==> config.mk <==
export PLATFORM = sky130hd
export DESIGN_NAME = motor_feedback_frame_decoder
export DESIGN_NICKNAME = d
export VERILOG_FILES = /design/src/sv/mfd_pkg.sv /design/src/sv/mfd_scaler.sv /design/src/sv/mfd_divider.sv /design/src/sv/mfd_vel_history.sv /design/src/sv/motor_feedback_frame_decoder.sv
export SDC_FILE = /design/constraint.sdc
export NUM_CORES = 2
export LEC_CHECK = 0
export ABC_AREA = 1
export BUFFER_PORTS_ARGS = -buffer_cell sky130_fd_sc_hd__buf_2
export CORE_MARGIN = 2
export CORE_UTILIZATION = 55
export CTS_CLUSTER_DIAMETER = 50
export DETAILED_ROUTE_END_ITERATION = 6
export GPL_ROUTABILITY_DRIVEN = 0
export PLACE_DENSITY_LB_ADDON = 0.15
export SETUP_SLACK_MARGIN = 0.02
export SYNTH_ARGS = -nofsm -noshare
export SYNTH_HDL_FRONTEND = slang
export SYNTH_HIERARCHICAL = 1
export SYNTH_SLANG_ARGS = --single-unit
export TNS_END_PERCENT = 1
==> constraint.sdc <==
create_clock -name clock -period 22 [get_ports clock]
set_input_delay 6.6 -clock clock [delete_from_list [all_inputs] [get_ports clock]]
set_output_delay 6.6 -clock clock [all_outputs]
set_load 0.03 [all_outputs]
==> src/sv/mfd_pkg.sv <==
package mfd_pkg;

   // Frame and datapath widths
   localparam int unsigned FRAME_W     = 48;
   localparam int unsigned LEN_W       = 4;
   localparam int unsigned RAW_W       = 16;
   localparam int unsigned VAL_W       = 32;
   // Wide signed working width for sums, rounding and saturation
   localparam int unsigned DIV_NUM_W   = 41;
   localparam int unsigned DIV_MAG_W   = 40;
   localparam int unsigned DIV_DIGIT_W = 8;
   localparam int unsigned DIV_STEPS   = DIV_MAG_W / DIV_DIGIT_W;
   localparam int unsigned DIV_D_W     = 5;

   localparam logic [LEN_W-1:0]   FRAME_LEN_OK = LEN_W'(6);
   localparam logic [DIV_D_W-1:0] SMOOTH_DEN   = DIV_D_W'(10);

   localparam logic signed [VAL_W-1:0] VAL_MAX = {1'b0, {(VAL_W-1){1'b1}}};
   localparam logic signed [VAL_W-1:0] VAL_MIN = {1'b1, {(VAL_W-1){1'b0}}};

   typedef enum logic [2:0] {
      CSR_EXPECTED_ID     = 3'd0,
      CSR_REVERSE_DIR     = 3'd1,
      CSR_POSITION_STEP   = 3'd2,
      CSR_POSITION_OFFSET = 3'd3,
      CSR_VELOCITY_STEP   = 3'd4,
      CSR_VELOCITY_OFFSET = 3'd5,
      CSR_CURRENT_STEP    = 3'd6,
      CSR_CURRENT_OFFSET  = 3'd7
   } csr_index_type;

   typedef enum logic [3:0] {
      ST_IDLE,
      ST_POS_GO,
      ST_POS_WAIT,
      ST_VEL_GO,
      ST_VEL_WAIT,
      ST_AVG_GO,
      ST_AVG_WAIT,
      ST_CUR_GO,
      ST_CUR_WAIT,
      ST_SMOOTH_GO,
      ST_SMOOTH_WAIT,
      ST_OUT
   } state_type;

   typedef struct packed {
      logic [LEN_W-1:0]   frame_len;
      logic [FRAME_W-1:0] frame_data;
   } req_type;

   typedef struct packed {
      logic                    accepted;
      logic                    recovered;
      logic [7:0]              node_id;
      logic signed [VAL_W-1:0] position;
      logic signed [VAL_W-1:0] prior_position;
      logic signed [VAL_W-1:0] velocity;
      logic signed [VAL_W-1:0] current;
   } rsp_type;

   // One operation for the shared scaling unit
   typedef struct packed {
      logic [RAW_W-1:0]        raw;
      logic [VAL_W-1:0]        step;
      logic signed [VAL_W-1:0] offset;
      logic                    rev;
   } scale_op_type;

   function automatic logic signed [VAL_W-1:0] sat32(input logic signed [DIV_NUM_W-1:0] v);
      logic signed [VAL_W-1:0] r;
      if (v > DIV_NUM_W'(VAL_MAX)) begin
         r = VAL_MAX;
      end else if (v < DIV_NUM_W'(VAL_MIN)) begin
         r = VAL_MIN;
      end else begin
         r = v[VAL_W-1:0];
      end
      return r;
   endfunction

endpackage

==> src/sv/mfd_scaler.sv <==
module mfd_scaler
   import mfd_pkg::*;
(
   input  logic                    clock,
   input  logic                    reset,
   input  logic                    start,
   input  scale_op_type            op,
   output logic                    done,
   output logic signed [VAL_W-1:0] result
);

   localparam int unsigned PROD_W = RAW_W + VAL_W;
   localparam logic [PROD_W:0] ROUND_HALF = (PROD_W+1)'(32768);

   logic                    v1_ff, v2_ff, v3_ff;
   logic [PROD_W-1:0]       prod_ff;
   logic signed [VAL_W-1:0] sum_ff;
   logic signed [VAL_W-1:0] out_ff;

   logic [PROD_W:0]             rnd;
   logic signed [DIV_NUM_W-1:0] sum_wide;
   logic signed [DIV_NUM_W-1:0] neg_wide;

   always_comb begin
      rnd      = {1'b0, prod_ff} + ROUND_HALF;
      sum_wide = $signed(DIV_NUM_W'(rnd[PROD_W:16]))
               + {{(DIV_NUM_W-VAL_W){op.offset[VAL_W-1]}}, op.offset};
      neg_wide = -{{(DIV_NUM_W-VAL_W){sum_ff[VAL_W-1]}}, sum_ff};
   end

   always_ff @(posedge clock) begin
      if (reset) begin
         v1_ff <= 1'b0;
         v2_ff <= 1'b0;
         v3_ff <= 1'b0;
      end else begin
         v1_ff <= start;
         v2_ff <= v1_ff;
         v3_ff <= v2_ff;
      end
   end

   always_ff @(posedge clock) begin
      prod_ff <= PROD_W'(op.raw) * PROD_W'(op.step);
      sum_ff  <= sat32(sum_wide);
      out_ff  <= op.rev ? sat32(neg_wide) : sum_ff;
   end

   assign done   = v3_ff;
   assign result = out_ff;

endmodule

==> src/sv/mfd_divider.sv <==
module mfd_divider
   import mfd_pkg::*;
(
   input  logic                        clock,
   input  logic                        reset,
   input  logic                        start,
   input  logic signed [DIV_NUM_W-1:0] numer,
   input  logic [DIV_D_W-1:0]          divisor,
   output logic                        done,
   output logic signed [DIV_NUM_W-1:0] quot
);

   localparam int unsigned REM_W = DIV_D_W - 1;
   localparam int unsigned CNT_W = $clog2(DIV_STEPS);

   logic                 run_ff, done_ff, neg_ff;
   logic [CNT_W-1:0]     cnt_ff;
   logic [DIV_MAG_W-1:0] mag_ff, mag_in;
   logic [REM_W-1:0]     rem_ff, rem_in;
   logic [DIV_D_W-1:0]   d_ff;

   logic [DIV_NUM_W-1:0] abs_n;
   logic [DIV_MAG_W-1:0] start_mag;

   // Restoring division, one quotient byte per cycle, dividend shifted out at the top
   always_comb begin
      logic [REM_W-1:0]       r;
      logic [DIV_D_W-1:0]     partial;
      logic [DIV_DIGIT_W-1:0] digit;
      r     = rem_ff;
      digit = '0;
      for (int k = 0; k < DIV_DIGIT_W; k++) begin
         partial = {r, mag_ff[DIV_MAG_W-1-k]};
         if (partial >= d_ff) begin
            digit[DIV_DIGIT_W-1-k] = 1'b1;
            r = REM_W'(partial - d_ff);
         end else begin
            r = partial[REM_W-1:0];
         end
      end
      rem_in = r;
      mag_in = {mag_ff[DIV_MAG_W-DIV_DIGIT_W-1:0], digit};
   end

   always_comb begin
      abs_n     = numer[DIV_NUM_W-1] ? -numer : numer;
      // Bias by half the divisor: rounds to nearest, ties away from zero
      start_mag = abs_n[DIV_MAG_W-1:0] + DIV_MAG_W'(divisor >> 1);
   end

   always_ff @(posedge clock) begin
      if (reset) begin
         run_ff  <= 1'b0;
         done_ff <= 1'b0;
         cnt_ff  <= '0;
      end else if (start) begin
         run_ff  <= 1'b1;
         done_ff <= 1'b0;
         cnt_ff  <= '0;
      end else if (run_ff) begin
         cnt_ff <= cnt_ff + CNT_W'(1);
         if (cnt_ff == CNT_W'(DIV_STEPS - 1)) begin
            run_ff  <= 1'b0;
            done_ff <= 1'b1;
         end
      end
   end

   always_ff @(posedge clock) begin
      if (start) begin
         mag_ff <= start_mag;
         rem_ff <= '0;
         d_ff   <= divisor;
         neg_ff <= numer[DIV_NUM_W-1];
      end else if (run_ff) begin
         mag_ff <= mag_in;
         rem_ff <= rem_in;
      end
   end

   assign done = done_ff;
   assign quot = neg_ff ? -$signed({1'b0, mag_ff}) : $signed({1'b0, mag_ff});

endmodule

==> src/sv/mfd_vel_history.sv <==
module mfd_vel_history
   import mfd_pkg::*;
#(
   parameter int unsigned DEPTH = 5
) (
   input  logic                                     clock,
   input  logic                                     reset,
   input  logic                                     push,
   input  logic signed [VAL_W-1:0]                  sample,
   output logic signed [VAL_W+$clog2(DEPTH)-1:0]    sum
);

   localparam int unsigned SUM_W = VAL_W + $clog2(DEPTH);

   logic signed [VAL_W-1:0] hist_ff [DEPTH];
   logic signed [SUM_W-1:0] sum_ff, sum_in;

   // Running sum: add the new sample, drop the oldest
   assign sum_in = sum_ff + {{(SUM_W-VAL_W){sample[VAL_W-1]}}, sample}
                 - {{(SUM_W-VAL_W){hist_ff[0][VAL_W-1]}}, hist_ff[0]};

   always_ff @(posedge clock) begin
      if (reset) begin
         for (int i = 0; i < DEPTH; i++) begin
            hist_ff[i] <= '0;
         end
         sum_ff <= '0;
      end else if (push) begin
         for (int i = 0; i < DEPTH - 1; i++) begin
            hist_ff[i] <= hist_ff[i+1];
         end
         hist_ff[DEPTH-1] <= sample;
         sum_ff           <= sum_in;
      end
   end

   assign sum = sum_ff;

endmodule

==> src/sv/motor_feedback_frame_decoder.sv <==
// Motor feedback frame decoder.
// Input channel req_*: one received frame per item (length and six data bytes).
// Result channel rsp_*: exactly one result item per input item. A frame with a
// bad length or id gives an all-zero result and leaves the state untouched.
// Configuration port csr_*: one register written per cycle with csr_we high;
// write only while no frame is in flight.
// The block takes one frame at a time. An accepted frame passes through a
// sequencer running three scalings through one shared multiply/round/saturate
// pipe and two rounded divisions through one byte-per-cycle divider; a rejected
// frame goes straight to the output step.
// Reset (synchronous) clears the sequencer, configuration and stored position,
// the velocity history and the smoothed current, and marks the motor offline.
// When the receiver stalls, the finished result holds in the output register;
// a new frame may still be accepted and worked on, and it waits at the last
// step until the output register is free.
module motor_feedback_frame_decoder
   import mfd_pkg::*;
#(
   parameter int unsigned AVG_DEPTH = 5
) (
   input  logic        clock,
   input  logic        reset,
   input  logic        req_valid,
   output logic        req_stall,
   input  req_type     req_data,
   output logic        rsp_valid,
   input  logic        rsp_stall,
   output rsp_type     rsp_data,
   input  logic        csr_we,
   input  logic [2:0]  csr_index,
   input  logic [31:0] csr_wdata
);

   localparam int unsigned SUM_W = VAL_W + $clog2(AVG_DEPTH);

   // Configuration registers
   logic [7:0]              expected_id_ff;
   logic                    reverse_dir_ff;
   logic [VAL_W-1:0]        position_step_ff, velocity_step_ff, current_step_ff;
   logic signed [VAL_W-1:0] position_offset_ff, velocity_offset_ff, current_offset_ff;

   state_type               state_ff, state_in;
   req_type                 frame_ff;
   logic                    ok_ff;
   logic signed [VAL_W-1:0] pos_ff, vel_ff, cur_new_ff, cur_ff;
   logic signed [VAL_W-1:0] position_reg_ff, current_reg_ff;
   logic                    offline_ff;
   logic                    rsp_valid_ff, rsp_valid_in;
   rsp_type                 rsp_ff;

   logic                        frame_ok;
   logic                        out_free;
   logic                        scl_start, scl_done;
   scale_op_type                scl_op;
   logic signed [VAL_W-1:0]     scl_result;
   logic                        div_start, div_done;
   logic signed [DIV_NUM_W-1:0] div_numer, div_quot;
   logic [DIV_D_W-1:0]          div_divisor;
   logic                        hist_push;
   logic signed [SUM_W-1:0]     vel_sum;
   logic signed [DIV_NUM_W-1:0] cur_wide;

   mfd_scaler u_scaler (
      .clock  (clock),
      .reset  (reset),
      .start  (scl_start),
      .op     (scl_op),
      .done   (scl_done),
      .result (scl_result)
   );

   mfd_divider u_divider (
      .clock   (clock),
      .reset   (reset),
      .start   (div_start),
      .numer   (div_numer),
      .divisor (div_divisor),
      .done    (div_done),
      .quot    (div_quot)
   );

   mfd_vel_history #(
      .DEPTH (AVG_DEPTH)
   ) u_history (
      .clock  (clock),
      .reset  (reset),
      .push   (hist_push),
      .sample (scl_result),
      .sum    (vel_sum)
   );

   assign frame_ok = (req_data.frame_len == FRAME_LEN_OK)
                  && ((expected_id_ff == 8'd0)
                      || (req_data.frame_data[47:40] == expected_id_ff));

   assign out_free = !rsp_valid_ff || !rsp_stall;
   assign req_stall = (state_ff != ST_IDLE);

   // New current sample, held wide so 9 * new + previous does not wrap
   assign cur_wide = {{(DIV_NUM_W-VAL_W){cur_new_ff[VAL_W-1]}}, cur_new_ff};

   always_comb begin
      state_in    = state_ff;
      scl_start   = 1'b0;
      div_start   = 1'b0;
      hist_push   = 1'b0;
      scl_op.raw    = frame_ff.frame_data[39:24];
      scl_op.step   = position_step_ff;
      scl_op.offset = position_offset_ff;
      scl_op.rev    = reverse_dir_ff;
      div_numer   = {{(DIV_NUM_W-SUM_W){vel_sum[SUM_W-1]}}, vel_sum};
      div_divisor = DIV_D_W'(AVG_DEPTH);

      case (state_ff)
         ST_VEL_GO, ST_VEL_WAIT: begin
            scl_op.raw    = RAW_W'(frame_ff.frame_data[23:12]);
            scl_op.step   = velocity_step_ff;
            scl_op.offset = velocity_offset_ff;
         end
         ST_CUR_GO, ST_CUR_WAIT: begin
            scl_op.raw    = RAW_W'(frame_ff.frame_data[11:0]);
            scl_op.step   = current_step_ff;
            scl_op.offset = current_offset_ff;
         end
         ST_SMOOTH_GO, ST_SMOOTH_WAIT: begin
            div_numer   = (cur_wide <<< 3) + cur_wide
                        + {{(DIV_NUM_W-VAL_W){current_reg_ff[VAL_W-1]}}, current_reg_ff};
            div_divisor = SMOOTH_DEN;
         end
         default: begin
         end
      endcase

      case (state_ff)
         ST_IDLE: begin
            if (req_valid) begin
               state_in = frame_ok ? ST_POS_GO : ST_OUT;
            end
         end
         ST_POS_GO: begin
            scl_start = 1'b1;
            state_in  = ST_POS_WAIT;
         end
         ST_POS_WAIT: begin
            if (scl_done) state_in = ST_VEL_GO;
         end
         ST_VEL_GO: begin
            scl_start = 1'b1;
            state_in  = ST_VEL_WAIT;
         end
         ST_VEL_WAIT: begin
            if (scl_done) begin
               hist_push = 1'b1;
               state_in  = ST_AVG_GO;
            end
         end
         ST_AVG_GO: begin
            div_start = 1'b1;
            state_in  = ST_AVG_WAIT;
         end
         ST_AVG_WAIT: begin
            if (div_done) state_in = ST_CUR_GO;
         end
         ST_CUR_GO: begin
            scl_start = 1'b1;
            state_in  = ST_CUR_WAIT;
         end
         ST_CUR_WAIT: begin
            if (scl_done) state_in = ST_SMOOTH_GO;
         end
         ST_SMOOTH_GO: begin
            div_start = 1'b1;
            state_in  = ST_SMOOTH_WAIT;
         end
         ST_SMOOTH_WAIT: begin
            if (div_done) state_in = ST_OUT;
         end
         ST_OUT: begin
            if (out_free) state_in = ST_IDLE;
         end
         default: begin
            state_in = ST_IDLE;
         end
      endcase
   end

   always_comb begin
      rsp_valid_in = rsp_valid_ff && rsp_stall;
      if (state_ff == ST_OUT && out_free) begin
         rsp_valid_in = 1'b1;
      end
   end

   always_ff @(posedge clock) begin
      if (reset) begin
         state_ff           <= ST_IDLE;
         rsp_valid_ff       <= 1'b0;
         offline_ff         <= 1'b1;
         position_reg_ff    <= '0;
         current_reg_ff     <= '0;
         expected_id_ff     <= '0;
         reverse_dir_ff     <= 1'b0;
         position_step_ff   <= '0;
         position_offset_ff <= '0;
         velocity_step_ff   <= '0;
         velocity_offset_ff <= '0;
         current_step_ff    <= '0;
         current_offset_ff  <= '0;
      end else begin
         state_ff     <= state_in;
         rsp_valid_ff <= rsp_valid_in;
         if (state_ff == ST_OUT && out_free && ok_ff) begin
            offline_ff      <= 1'b0;
            position_reg_ff <= pos_ff;
            current_reg_ff  <= cur_ff;
         end
         if (csr_we) begin
            case (csr_index)
               CSR_EXPECTED_ID:     expected_id_ff     <= csr_wdata[7:0];
               CSR_REVERSE_DIR:     reverse_dir_ff     <= csr_wdata[0];
               CSR_POSITION_STEP:   position_step_ff   <= csr_wdata;
               CSR_POSITION_OFFSET: position_offset_ff <= csr_wdata;
               CSR_VELOCITY_STEP:   velocity_step_ff   <= csr_wdata;
               CSR_VELOCITY_OFFSET: velocity_offset_ff <= csr_wdata;
               CSR_CURRENT_STEP:    current_step_ff    <= csr_wdata;
               CSR_CURRENT_OFFSET:  current_offset_ff  <= csr_wdata;
               default: begin
               end
            endcase
         end
      end
   end

   // Datapath captures, no reset needed
   always_ff @(posedge clock) begin
      if (state_ff == ST_IDLE && req_valid) begin
         frame_ff <= req_data;
         ok_ff    <= frame_ok;
      end
      if (state_ff == ST_POS_WAIT && scl_done) pos_ff <= scl_result;
      if (state_ff == ST_AVG_WAIT && div_done) vel_ff <= sat32(div_quot);
      if (state_ff == ST_CUR_WAIT && scl_done) cur_new_ff <= scl_result;
      if (state_ff == ST_SMOOTH_WAIT && div_done) cur_ff <= sat32(div_quot);
      if (state_ff == ST_OUT && out_free) begin
         if (ok_ff) begin
            rsp_ff.accepted       <= 1'b1;
            rsp_ff.recovered      <= offline_ff;
            rsp_ff.node_id        <= frame_ff.frame_data[47:40];
            rsp_ff.position       <= pos_ff;
            rsp_ff.prior_position <= position_reg_ff;
            rsp_ff.velocity       <= vel_ff;
            rsp_ff.current        <= cur_ff;
         end else begin
            rsp_ff <= '0;
         end
      end
   end

   assign rsp_valid = rsp_valid_ff;
   assign rsp_data  = rsp_ff;

endmodule

-- Word-level counts from Yosys, hierarchy flattened
Memories as Yosys holds them, arrays and structs flattened.
Cells that the tools add are included.
Widths: inputs -> output; s select.
- add/sub/neg operators: 19
- $mul: 1
- $lt $le $gt $ge: 14
- eq/ne operators: 28
- muxes and demuxes: 57
- bitwise gates (word level): 5
- reductions and logical operators: 34
- operators by type and width (operator ; count):
    $mux 32 ; 11
    $pmux 80 s2 ; 1
    $mux 138 ; 1
    $gt 41x32->1 const B ; 3
    $lt 41x32->1 const B ; 3
    $mux 40 ; 3
    $mux 41 ; 2
    $mux 4 ; 17
    $add 48x16->49 const B ; 1
    $mul 16x32->48 ; 1
    $pmux 4 s12 ; 1
    $neg 40->41 ; 1
    $neg 41->41 ; 1
    $add 40x3->40 ; 1
    $ge 5x4->1 ; 8
    $neg 40->40 ; 1
    $add 36x32->37 ; 1
    $add 35x32->36 ; 1
    $add 34x32->35 ; 1
    $add 35x35->35 ; 1
    $sub 35x35->35 ; 1
    $sub 4x4->4 ; 8
    $mux 1 ; 21
    $eq 4x3->1 const B ; 5
    23 further kinds ; 63
- register bits: 790
- bits in writable memories: 160
- input bits: 92
- output and inout port bits: 140
- logic and storage cells: 199
- memories kept: 1
- memories (name ; words ; bits a word ; read ports ; clocked after Yosys merged registers in ; write ports ; RTL line ; source):
    u_history.hist_ff ; 5 ; 32 ; 5 ; 0 ; 5 ; mfd_vel_history.sv:15 ; logic signed [VAL_W-1:0] hist_ff [DEPTH];

-- Depth between registers and ports, before layout
- depth after elaboration: 18
- mapped depth: 73
- gate-level depth less buffers: 73

-- By module
Netlist, hierarchy kept.
- by module, submodules not included (module ; instances ; cells an instance ; area each (µm²) ; sequential area each (µm²)):
    motor_feedback_frame_decoder ; 1 ; 2941 ; 25653.4 ; 14884.3
    mfd_scaler ; 1 ; 3245 ; 23503.8 ; 2001.9
    mfd_vel_history ; 1 ; 1227 ; 10660.2 ; 5505.3
    mfd_divider ; 1 ; 1234 ; 7762.4 ; 1561.5

-- Least setup slack after synthesis
Ideal clock, no wire load.
- path type: input to register
- start point: in reset
- end point: mem u_history.hist_ff[0][0] (enable)
- library setup time: 588 ps
- arrival time: 11309 ps
- data required time: 21412 ps
- setup slack: 10102 ps
- stages: 3
- path buffers: 1
- cell sequence: nor2_1 inv_1 clkbuf_1
- RTL lines (element ; RTL line ; source):
    start, declared ; motor_feedback_frame_decoder.sv:22 ; input logic reset,
    end, declared ; mfd_vel_history.sv:15 ;

-- Worst setup path after layout
- start point: reg u_divider.d_ff[1]
- end point: reg u_divider.rem_ff[0]
- longest elaborated chain between the ends: 16
- elaborated cells between the ends (all ways): 23
- those cells by class: add/sub (7); order compare (8); mux (8)
- ends and longest elaborated chain (element ; RTL line ; source):
    start, declared ; mfd_divider.sv:20 ; logic [DIV_D_W-1:0] d_ff;
    start signal, assigned ; mfd_divider.sv:73 ; d_ff <= divisor;
    $sub 4x4->4 or $ge 5x4->1 (tied branches) ; mfd_divider.sv:36, mfd_divider.sv:34 ;
    $mux 4 ; mfd_divider.sv:34 ; if (partial >= d_ff) begin
    $sub 4x4->4 or $ge 5x4->1 (tied branches) ; mfd_divider.sv:36, mfd_divider.sv:34 ;
    $mux 4 ; mfd_divider.sv:34 ;
    $sub 4x4->4 or $ge 5x4->1 (tied branches) ; mfd_divider.sv:36, mfd_divider.sv:34 ;
    $mux 4 ; mfd_divider.sv:34 ;
    $ge 5x4->1 or $sub 4x4->4 (tied branches) ; mfd_divider.sv:34, mfd_divider.sv:36 ;
    $mux 4 ; mfd_divider.sv:34 ;
    $sub 4x4->4 or $ge 5x4->1 (tied branches) ; mfd_divider.sv:36, mfd_divider.sv:34 ;
    $mux 4 ; mfd_divider.sv:34 ;
    $sub 4x4->4 or $ge 5x4->1 (tied branches) ; mfd_divider.sv:36, mfd_divider.sv:34 ;
    $mux 4 ; mfd_divider.sv:34 ;
    $sub 4x4->4 or $ge 5x4->1 (tied branches) ; mfd_divider.sv:36, mfd_divider.sv:34 ;
    $mux 4 ; mfd_divider.sv:34 ;
    $ge 5x4->1 * ; mfd_divider.sv:34 ;
    $mux 4 * ; mfd_divider.sv:34 ;
    end signal, assigned ; mfd_divider.sv:77 ; rem_ff <= rem_in;
    end, declared ; mfd_divider.sv:19 ; logic [REM_W-1:0] rem_ff, rem_in;
Every way passes the cells marked *; elsewhere a longest branch is shown, timed or not.
A chain may end at the register's enable or synchronous reset.

==> results_dict.tcl <==
set metrics [dict create \
    status "finished clean" \
    seq_area_um2 24000 \
    core.rowCount 128 \
    grt_max_degree 124 \
    dp_cells 10300 \
    hold_class "reg2reg" \
    die_area_um2 126000 \
    multi_input_area_um2 36100 \
    postCtsSetupRepairBufs 0 \
    nNetsFinal 9615 \
    clock_skew_ps 96.3 \
    avgSynthCellArea_um2 7.82 \
    setup_tns_ps 0 \
    path_common_cell "nand2_1" \
    stdcell_area_um2 73800 \
    netlist_area_um2 67600 \
    crit_family "compound AO/OA/AOI/OAI gates" \
    overflow 0 \
    cts_tree "yes" \
    path_class "reg2reg" \
    hold_viol 0 \
    holdBufCountCts 0 \
    cts_sinks 936 \
    area_growth_pct 9.26 \
    hold_slack_ps 394 \
    synth-async-reset-ratio_pct 0 \
    ys_seq_area_share_pct 35.4 \
    cts.repair.resized 0 \
    core_um2 122000 \
    h-tree-depth 3 \
    synth_edf_count 521 \
    rsz0062_at_grt "false" \
    vdd_ir_drop_max_uv 363 \
    clock-root-buffer "clkbuf_16" \
    rr_worst_depth 70 \
    synth_cell_type_count 64 \
    final_cell_mix "nand2_1, inv_1, nor2_1, edfxtp_1, fa_1" \
    drtAntennaViolNets 0 \
    final_cells 10500 \
    cp.required_ps 22630 \
    finalWorstPathRequiredPeriod_ps 12840 \
    endpoint_kind "flop" \
    clockBufferDepth 3 \
    antenna_found_initial 4 \
    drtIter0Drc 4430 \
    finalMaxSlewViolations 0 \
    dp_hpwl_mm 141 \
    die_y_um 355 \
    timing.final.crit_share_pct 58.3 \
    synthFlopType "edfxtp_1" \
    worst_pin_slew_ps 1240 \
    min_path_cells 2 \
    routed_wl_mm 189 \
    crit_arrival_ps 13470 \
    post_dp_cell_area_um2 70100 \
    wire_per_inst_um 18.0 \
    track_usage_pct 30.1 \
    synth-warning-count 6 \
    dieWidth_um 355 \
    ios 232 \
    slowest_delay_ps 680 \
    path_max_fanout 10 \
    startpoint_type "flop" \
    drive_gt1_share_pct 8.64 \
    grt_pass1_wl_mm 299 \
    cts_made_buffers 106 \
    clock_latency_ps 750 \
    drc 0 \
    viasPerCell 5.33 \
    syn_inst 8647 \
    vias 55800 \
    relSlewSlack_pct 17.0 \
    initial_core_util_pct 55.4 \
    clock.fmax_mhz 77.9 \
    firstDrtPassIters 7 \
    cap_violations 0 \
    path_clk_slew_ps 60 \
    yosysTopAreaCell "edfxtp_1" \
    powerDensity_nw_per_um2 128 \
    power_leakage_uw 0.0365 \
    critPathSlowestCell "edfxtp_1" \
    setup_viol 0 \
    num-fill-cells 11000 \
    critPathBufInv 11 \
    grt_pass1_vias 55200 \
    portBuffers 231 \
    cp.depth 70 \
    synth_top_cell_area_share_pct 23.2 \
    final_common_cell "nand2_1" \
    synth_area_leaders "edfxtp_1, fa_1, dfxtp_1" \
    ys_ff_latch 936 \
]
==> flip-flops by register name (all words and copies together), names as in the netlist, 5 cells and up <==
name / cells
position_step_ff: 32
u_history/hist_ff: 160
current_step_ff: 32
u_scaler/result: 32
current_offset_ff: 32
current_reg_ff: 32
position_reg_ff: 32
u_scaler/prod_ff: 33
vel_ff: 32
u_history/sum: 35
position_offset_ff: 32
u_divider/mag_ff: 40
u_divider/d_ff: 5
rsp_data: 138
u_scaler/sum_ff: 32
cur_ff: 32
cur_new_ff: 32
velocity_step_ff: 32
expected_id_ff: 8
frame_ff: 48
pos_ff: 32
velocity_offset_ff: 32
==> worst min-delay path, stage by stage, from the launching register on <==
cell and delay, ps:
dfxtp_1 300, inv_1 40, nor2_1 30
==> layer usage <==
layer / track usage [%] / wire length, µm / vias to the layer above / part of all wire, %
met4: 17.1 / 11800 / 2 / 6.3
met3: 4.29 / 11800 / 505 / 6.2
met5: 0 / 13 / - / 0.0069
li1: - / - / 26800 / -
met1: 36.3 / 73000 / 26500 / 39
met2: 51.8 / 92400 / 2034 / 49
==> layout make-up <==
| type | instances | share of cell area [%] |
|---|---|---|
| Antenna cell | 4 | 0.0136 |
| Clock buffer | 141 | 4.04 |
| Clock inverter | 58 | 0.986 |
| Inverter | 1659 | 8.45 |
| Multi-Input combinational cell | 5737 | 48.9 |
| Sequential cell | 936 | 32.4 |
| Tap cell | 1625 | 2.75 |
| Timing Repair Buffer | 314 | 2.41 |
==> logic make-up after synthesis <==
family          after synthesis  synth area share, %
compound gates              897                 7.24
xor+xnor                    195                 2.54
fa+ha+maj                   769                 19.7
other cells                   1              0.00555
simple gates               3874                 23.7
flops                       936                 35.4
buf+inv                    1975                 11.3
==> Yosys cell counts (all sizes together), types with 2 or more instances <==
library cell  number
o211ai             5
nor3b              3
a21o               7
o22ai             11
or2               16
nand3            401
a211oi             5
o21a               9
a31oi             20
o41ai              3
nor3              55
nand3b            19
o21ai            436
a21oi            370
xor2             138
clkinv             3
fa               493
edfxtp           521
o31ai              2
nor4              19
xnor2             57
a21boi             5
a41oi              4
and2               6
buf               79
dfxtp            415
nand2           2194
clkbuf           237
nor2            1113
nand4             45
ha               276
inv             1656
and3               3
o21bai            17
==> where the power goes <==
| part | switching [µW] | internal (µW) |
|---|---|---|
| combinational | 3520 | 1780 |
| sequential | 224 | 2110 |
| clock | 769 | 1060 |
==> stage by stage <==
stage | power [µW] | setup WS [ps] | util, %
after floorplan | 6150 | 10100 | -
after global placement | 7410 | 9930 | 57.5
after detailed placement | 7570 | 9370 | 57.5
after CTS | 9430 | 9330 | 60.6
after global routing | 10300 | 7790 | 60.6
final | 9460 | 9160 | 60.6
==> worst paths after layout <==
| check | from | endpoint | slack, ps |
|---|---|---|---|
| max | u_divider/d_ff[1] | u_divider/rem_ff[0] | 9160 |
| max reg2reg | u_divider/d_ff[1] | u_divider/rem_ff[0] | 9160 |
| min | u_scaler/v1_ff | u_scaler/v2_ff | 390 |
| min reg2reg | u_scaler/v1_ff | u_scaler/v2_ff | 390 |
No activity file was read; power rests on OpenSTA's default activity.
